## src/rtl/ptacc_pkg.sv

```systemverilog
package ptacc_pkg;

  localparam int unsigned CfgAddrW = 3;
  localparam int unsigned CfgDataW = 32;
  localparam int unsigned IntervalW = 8;
  localparam int unsigned OffsetW = 16;

  localparam logic [IntervalW-1:0] EmitIntervalReset = 8'd25;

  localparam logic signed [OffsetW-1:0] OffsetMax = 16'sh7FFF;
  localparam logic signed [OffsetW-1:0] OffsetMin = 16'sh8000;

  typedef enum logic [0:0] {
    RegEmitInterval = 1'b0,
    RegUnmapped     = 1'b1
  } reg_idx_e;

  typedef enum logic [2:0] {
    OpUp      = 3'd0,
    OpLeft    = 3'd1,
    OpDown    = 3'd2,
    OpRight   = 3'd3,
    OpRotCcw  = 3'd4,
    OpRotCw   = 3'd5,
    OpMirrorX = 3'd6,
    OpMirrorY = 3'd7
  } op_e;

  typedef struct packed {
    logic                        mirror;
    logic [1:0]                  quarters;
    logic signed [OffsetW-1:0]   off_x;
    logic signed [OffsetW-1:0]   off_y;
  } xform_t;

  localparam xform_t XformIdentity = '{mirror: 1'b0, quarters: 2'd0,
                                       off_x: '0, off_y: '0};

  typedef struct packed {
    logic                  emit;
    logic [IntervalW-1:0]  count;
  } step_ctl_t;

  function automatic logic signed [OffsetW-1:0] sat16(input logic signed [OffsetW:0] v);
    logic signed [OffsetW-1:0] r;
    if (v > (OffsetW+1)'(OffsetMax)) begin
      r = OffsetMax;
    end else if (v < (OffsetW+1)'(OffsetMin)) begin
      r = OffsetMin;
    end else begin
      r = v[OffsetW-1:0];
    end
    return r;
  endfunction

  function automatic logic signed [OffsetW-1:0] add_sat(input logic signed [OffsetW-1:0] a,
                                                       input logic signed [OffsetW-1:0] b);
    logic signed [OffsetW:0] s;
    s = (OffsetW+1)'(a) + (OffsetW+1)'(b);
    return sat16(s);
  endfunction

  function automatic logic signed [OffsetW-1:0] sub_sat(input logic signed [OffsetW-1:0] a,
                                                       input logic signed [OffsetW-1:0] b);
    logic signed [OffsetW:0] s;
    s = (OffsetW+1)'(a) - (OffsetW+1)'(b);
    return sat16(s);
  endfunction

  function automatic logic signed [OffsetW-1:0] neg_sat(input logic signed [OffsetW-1:0] v);
    logic signed [OffsetW-1:0] r;
    if (v == OffsetMin) begin
      r = OffsetMax;
    end else begin
      r = -v;
    end
    return r;
  endfunction

endpackage

```

## src/rtl/ptacc_if.sv

```systemverilog
interface ptacc_cmd_if;
  logic                                     valid;
  logic                                     ready;
  logic [2:0]                               operation;
  logic signed [ptacc_pkg::OffsetW-1:0]     amount;

  modport source (output valid, output operation, output amount, input ready);
  modport sink (input valid, input operation, input amount, output ready);
endinterface

interface ptacc_res_if;
  logic                                     valid;
  logic                                     ready;
  logic [1:0]                               rotate_ccw_quarters;
  logic                                     mirror_y;
  logic signed [ptacc_pkg::OffsetW-1:0]     shift_right;
  logic signed [ptacc_pkg::OffsetW-1:0]     shift_up;

  modport source (output valid, output rotate_ccw_quarters, output mirror_y,
                  output shift_right, output shift_up, input ready);
  modport sink (input valid, input rotate_ccw_quarters, input mirror_y,
                input shift_right, input shift_up, output ready);
endinterface

```

## src/rtl/planar_transform_accumulator_core.sv

```systemverilog
// Planar transform accumulator.
// Commands arrive on the cmd channel (valid/ready); each transaction carries
// an operation code and a signed 16-bit amount and is composed onto a kept
// 2D transform (signed-permutation linear part plus saturating translation).
// After every emit_interval commands (after each one when it is 0) the
// composed transform leaves on the res channel as quarter turns, a Y mirror
// flag and right/up shifts, and the kept transform returns to identity.
// emit_interval sits at byte address 0 of the APB port; write it only while
// the block is idle.
// A command is registered at acceptance and composed once the result stage
// can take it; a result it causes is registered in the result stage and
// holds there until the receiver takes it.
// Throughput: one command per cycle while the receiver takes results, set
// by the single compose stage between command and state/result registers.
// Reset clears the transform, the command count and both channel stages and
// loads emit_interval with 25.
// When the receiver stalls, the result holds; one command waits in the
// command register, and cmd.ready drops until the result is taken.
module planar_transform_accumulator_core (
  input  logic                            clk_i,
  input  logic                            rst_ni,
  ptacc_cmd_if.sink                       cmd,
  ptacc_res_if.source                     res,
  input  logic                            psel,
  input  logic                            penable,
  input  logic                            pwrite,
  input  logic [ptacc_pkg::CfgAddrW-1:0]  paddr,
  input  logic [ptacc_pkg::CfgDataW-1:0]  pwdata,
  output logic [ptacc_pkg::CfgDataW-1:0]  prdata,
  output logic                            pready
);

  logic [ptacc_pkg::IntervalW-1:0]      emit_interval;

  logic                                 in_valid_q;
  logic                                 in_valid_d;
  ptacc_pkg::op_e                       op_q;
  logic signed [ptacc_pkg::OffsetW-1:0] amount_q;
  logic                                 in_take;
  logic                                 proc;

  ptacc_pkg::xform_t                    xform_q;
  ptacc_pkg::xform_t                    xform_d;
  logic [ptacc_pkg::IntervalW-1:0]      count_q;
  logic [ptacc_pkg::IntervalW-1:0]      count_d;
  ptacc_pkg::xform_t                    xform_next;
  ptacc_pkg::step_ctl_t                 step_ctl;

  logic                                 out_valid_q;
  logic                                 out_valid_d;
  ptacc_pkg::xform_t                    out_q;

  ptacc_regs u_regs (
    .clk_i           (clk_i),
    .rst_ni          (rst_ni),
    .psel            (psel),
    .penable         (penable),
    .pwrite          (pwrite),
    .paddr           (paddr),
    .pwdata          (pwdata),
    .prdata          (prdata),
    .pready          (pready),
    .emit_interval_o (emit_interval)
  );

  ptacc_step u_step (
    .cur_i      (xform_q),
    .op_i       (op_q),
    .amount_i   (amount_q),
    .count_i    (count_q),
    .interval_i (emit_interval),
    .next_o     (xform_next),
    .ctl_o      (step_ctl)
  );

  assign proc      = in_valid_q && (!out_valid_q || res.ready);
  assign cmd.ready = !in_valid_q || proc;
  assign in_take   = cmd.valid && cmd.ready;

  always_comb begin
    in_valid_d = in_valid_q;
    if (in_take) begin
      in_valid_d = 1'b1;
    end else if (proc) begin
      in_valid_d = 1'b0;
    end
  end

  always_comb begin
    xform_d     = xform_q;
    count_d     = count_q;
    out_valid_d = out_valid_q && !res.ready;
    if (proc) begin
      if (step_ctl.emit) begin
        xform_d     = ptacc_pkg::XformIdentity;
        count_d     = '0;
        out_valid_d = 1'b1;
      end else begin
        xform_d = xform_next;
        count_d = step_ctl.count;
      end
    end
  end

  always_ff @(posedge clk_i or negedge rst_ni) begin
    if (!rst_ni) begin
      in_valid_q  <= 1'b0;
      out_valid_q <= 1'b0;
      xform_q     <= ptacc_pkg::XformIdentity;
      count_q     <= '0;
    end else begin
      in_valid_q  <= in_valid_d;
      out_valid_q <= out_valid_d;
      xform_q     <= xform_d;
      count_q     <= count_d;
    end
  end

  always_ff @(posedge clk_i) begin
    if (in_take) begin
      op_q     <= ptacc_pkg::op_e'(cmd.operation);
      amount_q <= cmd.amount;
    end
    if (proc && step_ctl.emit) begin
      out_q <= xform_next;
    end
  end

  assign res.valid               = out_valid_q;
  assign res.rotate_ccw_quarters = out_q.quarters;
  assign res.mirror_y            = out_q.mirror;
  assign res.shift_right         = out_q.off_x;
  assign res.shift_up            = out_q.off_y;

endmodule

```

## src/rtl/ptacc_regs.sv

```systemverilog
module ptacc_regs (
  input  logic                                clk_i,
  input  logic                                rst_ni,
  input  logic                                psel,
  input  logic                                penable,
  input  logic                                pwrite,
  input  logic [ptacc_pkg::CfgAddrW-1:0]      paddr,
  input  logic [ptacc_pkg::CfgDataW-1:0]      pwdata,
  output logic [ptacc_pkg::CfgDataW-1:0]      prdata,
  output logic                                pready,
  output logic [ptacc_pkg::IntervalW-1:0]     emit_interval_o
);

  logic [ptacc_pkg::IntervalW-1:0] interval_q;
  logic [ptacc_pkg::IntervalW-1:0] interval_d;
  ptacc_pkg::reg_idx_e             reg_idx;
  logic                            wr_en;

  assign reg_idx = ptacc_pkg::reg_idx_e'(paddr[ptacc_pkg::CfgAddrW-1]);
  assign wr_en   = psel && penable && pwrite;
  assign pready  = 1'b1;

  always_comb begin
    interval_d = interval_q;
    if (wr_en && (reg_idx == ptacc_pkg::RegEmitInterval)) begin
      interval_d = pwdata[ptacc_pkg::IntervalW-1:0];
    end
  end

  always_ff @(posedge clk_i or negedge rst_ni) begin
    if (!rst_ni) begin
      interval_q <= ptacc_pkg::EmitIntervalReset;
    end else begin
      interval_q <= interval_d;
    end
  end

  always_comb begin
    case (reg_idx)
      ptacc_pkg::RegEmitInterval: prdata = ptacc_pkg::CfgDataW'(interval_q);
      default:                    prdata = '0;
    endcase
  end

  assign emit_interval_o = interval_q;

endmodule

```

## src/rtl/ptacc_step.sv

```systemverilog
module ptacc_step (
  input  ptacc_pkg::xform_t                   cur_i,
  input  ptacc_pkg::op_e                      op_i,
  input  logic signed [ptacc_pkg::OffsetW-1:0] amount_i,
  input  logic [ptacc_pkg::IntervalW-1:0]     count_i,
  input  logic [ptacc_pkg::IntervalW-1:0]     interval_i,
  output ptacc_pkg::xform_t                   next_o,
  output ptacc_pkg::step_ctl_t                ctl_o
);

  logic [1:0]                          rot;
  logic                                is_rot;
  logic signed [ptacc_pkg::OffsetW-1:0] nx;
  logic signed [ptacc_pkg::OffsetW-1:0] ny;

  always_comb begin
    rot    = 2'd0;
    is_rot = 1'b0;
    next_o = cur_i;
    case (op_i)
      ptacc_pkg::OpUp:    next_o.off_y = ptacc_pkg::add_sat(cur_i.off_y, amount_i);
      ptacc_pkg::OpLeft:  next_o.off_x = ptacc_pkg::sub_sat(cur_i.off_x, amount_i);
      ptacc_pkg::OpDown:  next_o.off_y = ptacc_pkg::sub_sat(cur_i.off_y, amount_i);
      ptacc_pkg::OpRight: next_o.off_x = ptacc_pkg::add_sat(cur_i.off_x, amount_i);
      ptacc_pkg::OpRotCcw: begin
        is_rot = 1'b1;
        rot    = amount_i[1:0];
      end
      ptacc_pkg::OpRotCw: begin
        is_rot = 1'b1;
        rot    = 2'd0 - amount_i[1:0];
      end
      ptacc_pkg::OpMirrorX: begin
        next_o.off_y    = ptacc_pkg::neg_sat(cur_i.off_y);
        next_o.mirror   = ~cur_i.mirror;
        next_o.quarters = cur_i.quarters + 2'd2;
      end
      default: begin
        next_o.off_x  = ptacc_pkg::neg_sat(cur_i.off_x);
        next_o.mirror = ~cur_i.mirror;
      end
    endcase

    nx = cur_i.off_x;
    ny = cur_i.off_y;
    case (rot)
      2'd1: begin
        nx = ptacc_pkg::neg_sat(cur_i.off_y);
        ny = cur_i.off_x;
      end
      2'd2: begin
        nx = ptacc_pkg::neg_sat(cur_i.off_x);
        ny = ptacc_pkg::neg_sat(cur_i.off_y);
      end
      2'd3: begin
        nx = cur_i.off_y;
        ny = ptacc_pkg::neg_sat(cur_i.off_x);
      end
      default: ;
    endcase

    if (is_rot) begin
      next_o.off_x    = nx;
      next_o.off_y    = ny;
      next_o.quarters = cur_i.mirror ? (cur_i.quarters - rot) : (cur_i.quarters + rot);
    end
  end

  always_comb begin
    ctl_o.count = count_i + 1'b1;
    ctl_o.emit  = (ctl_o.count >= interval_i);
  end

endmodule

```

## src/flat_wrapper.sv

```systemverilog
// flat-port wrapper written by rule: the top's interface ports become plain ports
module planar_transform_accumulator_core_flat 
  (clk_i, rst_ni, psel, penable, pwrite, paddr, pwdata, prdata, pready, cmd_valid, cmd_operation, cmd_amount, cmd_ready, res_valid, res_rotate_ccw_quarters, res_mirror_y, res_shift_right, res_shift_up, res_ready);
  ptacc_cmd_if cmd_i ();
  ptacc_res_if res_i ();
  input  logic clk_i;
  input  logic rst_ni;
  input  logic psel;
  input  logic penable;
  input  logic pwrite;
  input  logic [ptacc_pkg::CfgAddrW-1:0] paddr;
  input  logic [ptacc_pkg::CfgDataW-1:0] pwdata;
  output logic [ptacc_pkg::CfgDataW-1:0] prdata;
  output logic pready;
  input wire logic [$bits(cmd_i.valid)-1:0] cmd_valid;
  input wire logic [$bits(cmd_i.operation)-1:0] cmd_operation;
  input wire logic [$bits(cmd_i.amount)-1:0] cmd_amount;
  output wire logic [$bits(cmd_i.ready)-1:0] cmd_ready;
  output wire logic [$bits(res_i.valid)-1:0] res_valid;
  output wire logic [$bits(res_i.rotate_ccw_quarters)-1:0] res_rotate_ccw_quarters;
  output wire logic [$bits(res_i.mirror_y)-1:0] res_mirror_y;
  output wire logic [$bits(res_i.shift_right)-1:0] res_shift_right;
  output wire logic [$bits(res_i.shift_up)-1:0] res_shift_up;
  input wire logic [$bits(res_i.ready)-1:0] res_ready;
  assign cmd_i.valid = cmd_valid;
  assign cmd_i.operation = cmd_operation;
  assign cmd_i.amount = cmd_amount;
  assign cmd_ready = cmd_i.ready;
  assign res_valid = res_i.valid;
  assign res_rotate_ccw_quarters = res_i.rotate_ccw_quarters;
  assign res_mirror_y = res_i.mirror_y;
  assign res_shift_right = res_i.shift_right;
  assign res_shift_up = res_i.shift_up;
  assign res_i.ready = res_ready;
  planar_transform_accumulator_core u_core (.clk_i(clk_i), .rst_ni(rst_ni), .cmd(cmd_i), .res(res_i), .psel(psel), .penable(penable), .pwrite(pwrite), .paddr(paddr), .pwdata(pwdata), .prdata(prdata), .pready(pready));
endmodule
```

## config.mk

```make
export PLATFORM = sky130hd
export DESIGN_NAME = planar_transform_accumulator_core_flat
export DESIGN_NICKNAME = d
export VERILOG_FILES = /design/src/rtl/ptacc_pkg.sv /design/src/rtl/ptacc_if.sv /design/src/rtl/planar_transform_accumulator_core.sv /design/src/rtl/ptacc_regs.sv /design/src/rtl/ptacc_step.sv /design/src/flat_wrapper.sv
export SDC_FILE = /design/constraint.sdc
export NUM_CORES = 1
export LEC_CHECK = 0
export ABC_CLOCK_PERIOD_IN_PS = 8440
export BUFFER_PORTS_ARGS = -buffer_cell sky130_fd_sc_hd__buf_2
export CAP_MARGIN = 20
export CORE_ASPECT_RATIO = 0.6
export CORE_UTILIZATION = 45
export CTS_CLUSTER_DIAMETER = 50
export CTS_CLUSTER_SIZE = 24
export DETAILED_ROUTE_END_ITERATION = 8
export PLACE_DENSITY = 0.65
export SLEW_MARGIN = 20
export SYNTH_ARGS = -nofsm -noshare
export SYNTH_HDL_FRONTEND = slang
export SYNTH_SLANG_ARGS = --single-unit
```

## constraint.sdc

```tcl
create_clock -name clk_i -period 8.44 [get_ports clk_i]
set_input_delay 0.422 -clock clk_i [delete_from_list [all_inputs] [get_ports clk_i]]
set_output_delay 0.422 -clock clk_i [all_outputs]
set_load 0.05 [all_outputs]
```

==> impl_results.md, run 1 <==
- Most used DFF post-synth: edfxtp_1
- 1st-iter DRT viols: 1683
- Pwr/cell area: 352.7 nW/um2
- R2R depth: 11
- DRT Pass-1 Iters: 6
- Core area: 23130 um2
- Post-DRT Antenna Nets: 0
- Max Slew Vio Count: 0
- Gpl congestion: 0.9651
- Netlist cell types: 95
- Die ar.: 24310 um2
- Post-synth EDFFs: 54
- Min Tclk post-route: 4.553 ns
- Synth Area per Inst: 8.076 um2
- Max Clock Freq: 219.6 MHz
- Crit path top cell by count: nand2b_1
- Post-CTS setup buffers: 0
- Hpwl dp: 28000 um
- Largest stage delay on the critical path: 0.58 ns
- Residual DRC: 0
- IO Pins: 131
- Initial Util: 46.05%
- H-tree depth: 3
- Hold-fix buffers, CTS: 0
- DR vias: 10564
- Post_cts resized: 0
- Vias in the first global route: 9214
- Ys async rst share: 49.53%
- Endpoints failing setup: 0
- Worst Path Required: 8.57 ns
- RR Endpoint: u_core.res.shift_right[6]
- Tcrit/Tclk final: 53.95%
- Critical-path top delay cell: a211oi_2
- GRT Overall Usage: 30.53%
- Cell Chain, Critical Path: inv_1, ha_1, nand2b_1, a2111o_1, a211oi_2, o32ai_1, o221ai_2, nand2b_1, a32oi_1, a221oi_2, or2_1
- DP Worst Slack: 3.965 ns
- Clk_lat worst skew: 0.39 ns
- Layout cells sized above 1: 11.75%
- Worst Setup End Kind: flop
- Max cap viols: 0
- Final Hold Vio Count: 0
- Status: complete, no violations
- Synth Instances: 1319
- Lkg Pwr: 4.742 nW
- RSZ-0062 raised after global routing: no
- Worst r2r src: u_core.amount_q[1]
- CP startpoint kind: flop
- Vias per inst: 6.364
- Critical path class: flop to flop
- Non-filler cells, final: 1660
- Routed wire length: 37080 um
- Global-route wire length before repair: 55900 um
- Clk sinks: 107
- Synth Warn #: 0
- N_diodes: 0
- Placed cell count: 1644
- Clock root buffer: clkbuf_16
- Clk buf depth: 2
- Synth Register Bits: 107
- Fillcell total: 2283
- Initial antenna violation count: 1
- CTS Buf Count: 9
- Die Width: 200.6 um
- PnR worst setup slack: 3.887 ns
- Per-cell routed wire length: 22.34 um
- IO Port Bufs: 79
- CTS tree: done
- Clk_skew: 0.01781 ns
- Register area share after synthesis: 27.71%
- Worst EP arrival: 4.69 ns
- Crit Path Max Fanout: 6
- Worst hold-check path type: input port to asynchronous set/reset pin
- Tightest Pin Transition: 0.9917 ns
- Total congestion overflow: 0
- Worst R2R Setup Slack: 3.89 ns
- Rows: 43
- Final nets: 1485
- TNS Setup: 0 ns
- Hold slack: 0.2034 ns
- Largest net degree at the start of global routing: 54
- Chip height: 121.2 um
- VDD IR max: 0.0001356 V
- Rel. slew slack: 33.73%
- Final Util: 49.55%
- Clock transition at path regs: 0.08 ns
- Area delta synth->final: 7.611%
- Netlist Area Pre-Place: 10650 um2
-- routing by layer --
layer  part of all wire, %  vias up  track usage (%)
met5                     0        -                0
met4                   1.6        0            6.536
met3                    12       52            6.874
met2                    38      645            40.02
met1                    49     5039            48.96
li1                      -     4828                -
-- placed cells by master, fill, tap and decap left out, types with 8 or more instances in the layout --
| cell | n |
|---|---|
| mux2_2 | 10 |
| o21a_1 | 10 |
| xnor2_1 | 53 |
| o31a_1 | 9 |
| ha_1 | 80 |
| or3_1 | 8 |
| o22ai_1 | 12 |
| edfxtp_1 | 54 |
| clkbuf_16 | 9 |
| a211oi_1 | 12 |
| a31oi_1 | 16 |
| nand2_1 | 142 |
| nor3_1 | 28 |
| nor2_1 | 101 |
| o211ai_1 | 11 |
| xor2_1 | 14 |
| nand3_1 | 22 |
| dfrtp_1 | 50 |
| nand2b_1 | 32 |
| o221ai_1 | 10 |
| o21bai_1 | 10 |
| o21ai_0 | 96 |
| conb_1 | 25 |
| inv_1 | 66 |
| a21oi_1 | 99 |
| nor2b_1 | 18 |
| and2_1 | 14 |
| buf_4 | 20 |
| a21o_1 | 21 |
| a221oi_1 | 24 |
| and3_1 | 8 |
| buf_2 | 79 |
| o31ai_1 | 14 |
-- state kept, by name, indices dropped and copies added (netlist names), 2 cells and up --
register / cells
u_core.amount_q: 16
u_core.res.shift_up: 16
u_core.res.shift_right: 16
u_core.u_regs.emit_interval_o: 8
u_core.op_q: 3
u_core.res.rotate_ccw_quarters: 2
u_core.xform_q: 35
u_core.count_q: 8
-- worst max path at each step --
stage / from / endpoint / slack [ns] / cells past startpoint
after detailed placement: u_core.amount_q[1] / u_core.res.shift_up[13] / 3.96 / 11
after global routing: u_core.amount_q[1] / u_core.res.shift_right[14] / 3.68 / 11
final: u_core.amount_q[1] / u_core.res.shift_right[6] / 3.89 / 11
after CTS: u_core.amount_q[1] / u_core.res.shift_up[13] / 3.96 / 11
after floorplan: u_core.amount_q[1] / u_core.res.shift_right[14] / 5.05 / 11
after global placement: u_core.amount_q[1] / u_core.res.shift_right[14] / 4.08 / 11
-- power by group --
group / switching, mW / internal [mW] / leakage, nW
Sequential: 0.281 / 0.706 / 1.15
Combinational: 1.61 / 0.973 / 3.44
Clock: 0.231 / 0.238 / 0.149
Total: 2.13 / 1.92 / 4.74
-- logic make-up after synthesis --
family | Yosys count | synth area share (%)
multiplexers | 14 | 1.433
AO/OA/AOI/OAI | 445 | 28.68
XOR/XNOR | 67 | 5.509
AND/OR/NAND/NOR | 420 | 18.90
other | 2 | 0.07050
adder cells (fa/ha/maj) | 84 | 10.15
flip-flops | 107 | 27.71
buffers and inverters | 180 | 7.552
-- stage by stage --
stage	power [mW]	instance area, um2
after floorplan	2.832	10740
after global placement	3.463	11140
after detailed placement	3.478	11140
after CTS	3.964	11460
after global routing	4.307	11460
final	4.043	11460
-- area by class of cell --
class / instances / area, um2 / area share, %
Clock buffer: 9 / 225.2 / 1.965
Timing Repair Buffer: 99 / 545.5 / 4.759
Tap cell: 315 / 394.1 / 3.438
Inverter: 68 / 255.2 / 2.227
Multi-Input combinational cell: 1055 / 6999 / 61.06
Sequential cell: 107 / 2952 / 25.75
Clock inverter: 7 / 92.59 / 0.8077
-- Yosys cell counts (9+ instances only) --
cell,instances,area [um2]
nor2_1,101,379.1
nor2b_1,18,112.6
o22ai_1,12,75.07
xor2_1,14,122.6
buf_2,10,50.05
a31oi_1,16,100.1
o211ai_1,11,82.58
o221ai_1,10,87.58
o31a_1,9,78.83
o21bai_1,10,75.07
o21ai_0,96,480.5
buf_4,27,202.7
and2_1,15,93.84
a221oi_1,24,210.2
nand2b_1,32,200.2
mux2_2,10,112.6
nand2_1,142,533.0
o21a_1,10,75.07
edfxtp_1,54,1622
clkbuf_1,70,262.8
xnor2_1,53,464.2
a21oi_1,100,500.5
a211oi_1,12,90.09
nor3_1,28,140.1
inv_1,66,247.7
o31ai_1,14,105.1
nand3_1,22,110.1
a21o_1,21,157.7
ha_1,80,1001
dfrtp_1,50,1251
-- critical path: cells and delay by family, from the launching register on --
| kind | cells | cell delay [ns] |
|---|---|---|
| fa+ha+maj | 1 | 0.31 |
| flops | 1 | 0.55 |
| simple gates | 3 | 0.65 |
| compound gates | 6 | 2.48 |
| buf+inv | 1 | 0.31 |
Power figures use the tool's default switching activity.
==> run 2, diff against run 1 <==
- ABC_CLOCK_PERIOD_IN_PS: 8440 -> 4200
- clock period: 8.44 -> 4.2 ns (I/O delays scaled with it)
==> run 2 against run 1 <==
Net effect:
- critical endpoint is now u_core.res.shift_up[3]
- routed wire length increased by 4.5%
- largest cell class unchanged
- worst setup slack got worse by 3.7 ns
- first-iteration DRC count decreased by 15%
- sequential cell count unchanged
- clock skew increased by 0.00075 ns
==> impl_results.md, run 2 (same netlist as run 1, synthesis figures left out) <==
- Max cap viols: 0 (unchanged)
- Endpoints failing setup: 0 (unchanged)
- Final nets: 1556 (was 1485)
- Core area: 23130 um2 (unchanged)
- Max reg flops: 35 (unchanged)
- Min Tclk post-route: 3.979 ns (was 4.553 ns)
- N_diodes: 0 (unchanged)
- Total congestion overflow: 0 (unchanged)
- Biggest register: u_core.xform_q (unchanged)
- Rows: 43 (unchanged)
- Tcrit/Tclk final: 94.74% (was 53.95%)
- Initial antenna violation count: 0 (was 1)
- Die Width: 200.6 um (unchanged)
- IO Port Bufs: 79 (unchanged)
- CTS tree: done (unchanged)
- Worst R2R Setup Slack: 0.22 ns (was 3.89 ns)
- H-tree depth: 3 (unchanged)
- Fillcell total: 2236 (was 2283)
- Worst hold-check path type: input port to asynchronous set/reset pin (unchanged)
- Pwr/cell area: 709.5 nW/um2 (was 352.7 nW/um2)
- Clock transition at path regs: 0.09 ns (was 0.08 ns)
- RSZ-0062 raised after global routing: no (unchanged)
- DRT Pass-1 Iters: 6 (unchanged)
- FF/Latch Area: 2952 um2 (unchanged)
- Clk_lat worst skew: 0.39 ns (about the same)
- Largest stage delay on the critical path: 0.51 ns (was 0.58 ns)
- Gpl congestion: 1.026 (was 0.9651)
- Worst r2r src: u_core.amount_q[2] (was u_core.amount_q[1])
- Per-cell routed wire length: 22.38 um (was 22.34 um)
- Initial Util: 46.05% (unchanged)
- VDD IR max: 0.0002482 V (was 0.0001356 V)
- RR Endpoint: u_core.res.shift_up[3] (was u_core.res.shift_right[6])
- Post-CTS setup buffers: 0 (unchanged)
- Global-route wire length before repair: 57850 um (was 55900 um)
- Residual DRC: 0 (unchanged)
- CTS Buf Count: 9 (unchanged)
- DR vias: 10803 (was 10564)
- Final Hold Vio Count: 0 (unchanged)
- Critical-path top delay cell: a2111oi_0 (was a211oi_2)
- Post-DRT Antenna Nets: 0 (unchanged)
- Status: complete, no violations (unchanged)
- 1st-iter DRT viols: 1430 (was 1683)
- R2R depth: 13 (was 11)
- Worst Setup End Kind: flop (unchanged)
- Crit path top cell by count: buf_4 (was nand2b_1)
- Clk sinks: 107 (unchanged)
- Bufs and invs on worst path: 4 (was 1)
- Vias per inst: 6.241 (was 6.364)
- CP delay by family, top: compound AO/OA/AOI/OAI gates (unchanged)
- Clk buf depth: 2 (unchanged)
- Layout cells sized above 1: 15.32% (was 11.75%)
- IO Pins: 131 (unchanged)
- Tightest Pin Transition: 0.9861 ns (was 0.9917 ns)
- Critical path class: flop to flop (unchanged)
- Routed wire length: 38730 um (was 37080 um)
- Clk_skew: 0.01856 ns (was 0.01781 ns)
- Die ar.: 24310 um2 (unchanged)
- Worst Path Required: 4.35 ns (was 8.57 ns)
- Vias in the first global route: 9590 (was 9214)
- CP startpoint kind: flop (unchanged)
- Footprint of the multi-input gates: 6992 um2 (was 6999 um2)
- Final Util: 51.90% (was 49.55%)
- Cell count along the critical path: 13 (was 11)
- Max Clock Freq: 251.3 MHz (was 219.6 MHz)
- Commonest non-fill, non-tap cell in the layout: nand2_1 (unchanged)
- Cell Chain, Critical Path: inv_1, ha_1, nor3b_1, o311ai_1, buf_4, a31oi_1, a211oi_2, o211ai_1, buf_4, a21oi_1, a2111oi_0, buf_4, nor2b_1 (was inv_1, ha_1, nand2b_1, a2111o_1, a211oi_2, o32ai_1, o221ai_2, nand2b_1, a32oi_1, a221oi_2, or2_1)
- Chip height: 121.2 um (unchanged)
- Crit Path Max Fanout: 13 (was 6)
- Worst EP arrival: 4.13 ns (was 4.69 ns)
- Lkg Pwr: 5.082 nW (was 4.742 nW)
- GRT Overall Usage: 31.70% (was 30.53%)
- Hpwl dp: 29700 um (was 28000 um)
- Max Slew Vio Count: 0 (unchanged)
- Largest net degree at the start of global routing: 54 (unchanged)
- TNS Setup: 0 ns (unchanged)
- Rel. slew slack: 34.10% (was 33.73%)
- Most frequent cells in the layout: nand2_1 (142), nor2_1 (101), a21oi_1 (100) (was nand2_1 (142), nor2_1 (101), a21oi_1 (99))
- Area delta synth->final: 12.72% (was 7.611%)
- Clock root buffer: clkbuf_16 (unchanged)
run 2: routing by layer:
layer	vias to the layer above	wire length (um)	share of wire, %	global-route usage, %
li1	4961	-	-	-
met1	5139	18090	47	48.99
met2	640	14500	37	40.71
met3	63	5116	13	9.882
met4	0	1024	2.6	8.922
met5	-	0	0	0
run 2: final cells by class:
class	instances	area share, %
Timing Repair Buffer	170	9.190
Multi-Input combinational cell	1055	58.23
Tap cell	315	3.282
Sequential cell	107	24.58
Clock buffer	9	1.876
Clock inverter	7	0.7190
Inverter	68	2.126
run 2: repair_timing:
item / in CTS / in global routing
hold buffers: 10 / 0
gates resized for setup: 0 / 0
endpoints found under the hold margin: 10 / 0
run 2: metrics by stage:
step	hold slack (ns)	instances	power, mW	setup slack, ns	area [um2]
3_5_place_dp	0.3881	1705	7.362	0.3837	11590
4_1_cts	0.007033	1731	8.330	0.3148	12010
6_report	0.001466	1731	8.519	0.2210	12010
3_3_place_gp	0.3884	1705	7.314	0.2768	11590
2_1_floorplan	-0.08559	1342	5.690	0.8141	10740
5_1_grt	0.005560	1731	9.053	0.08958	12010
run 2: how the worst max path moves through the flow:
stage          slack, ns                from                          to
2_1_floorplan       0.81  u_core.amount_q[1]  u_core.res.shift_right[14]
3_3_place_gp        0.28  u_core.amount_q[2]      u_core.res.shift_up[3]
3_5_place_dp        0.38  u_core.amount_q[2]      u_core.res.shift_up[3]
4_1_cts             0.31  u_core.amount_q[2]      u_core.res.shift_up[3]
5_1_grt             0.09  u_core.amount_q[2]      u_core.res.shift_up[3]
6_report            0.22  u_core.amount_q[2]      u_core.res.shift_up[3]
run 2: power breakdown:
group / internal [mW] / total, mW / switching, mW
Sequential: 1.42 / 1.78 / 0.355
Combinational: 2.23 / 5.81 / 3.58
Clock: 0.432 / 0.931 / 0.499
Total: 4.08 / 8.52 / 4.44
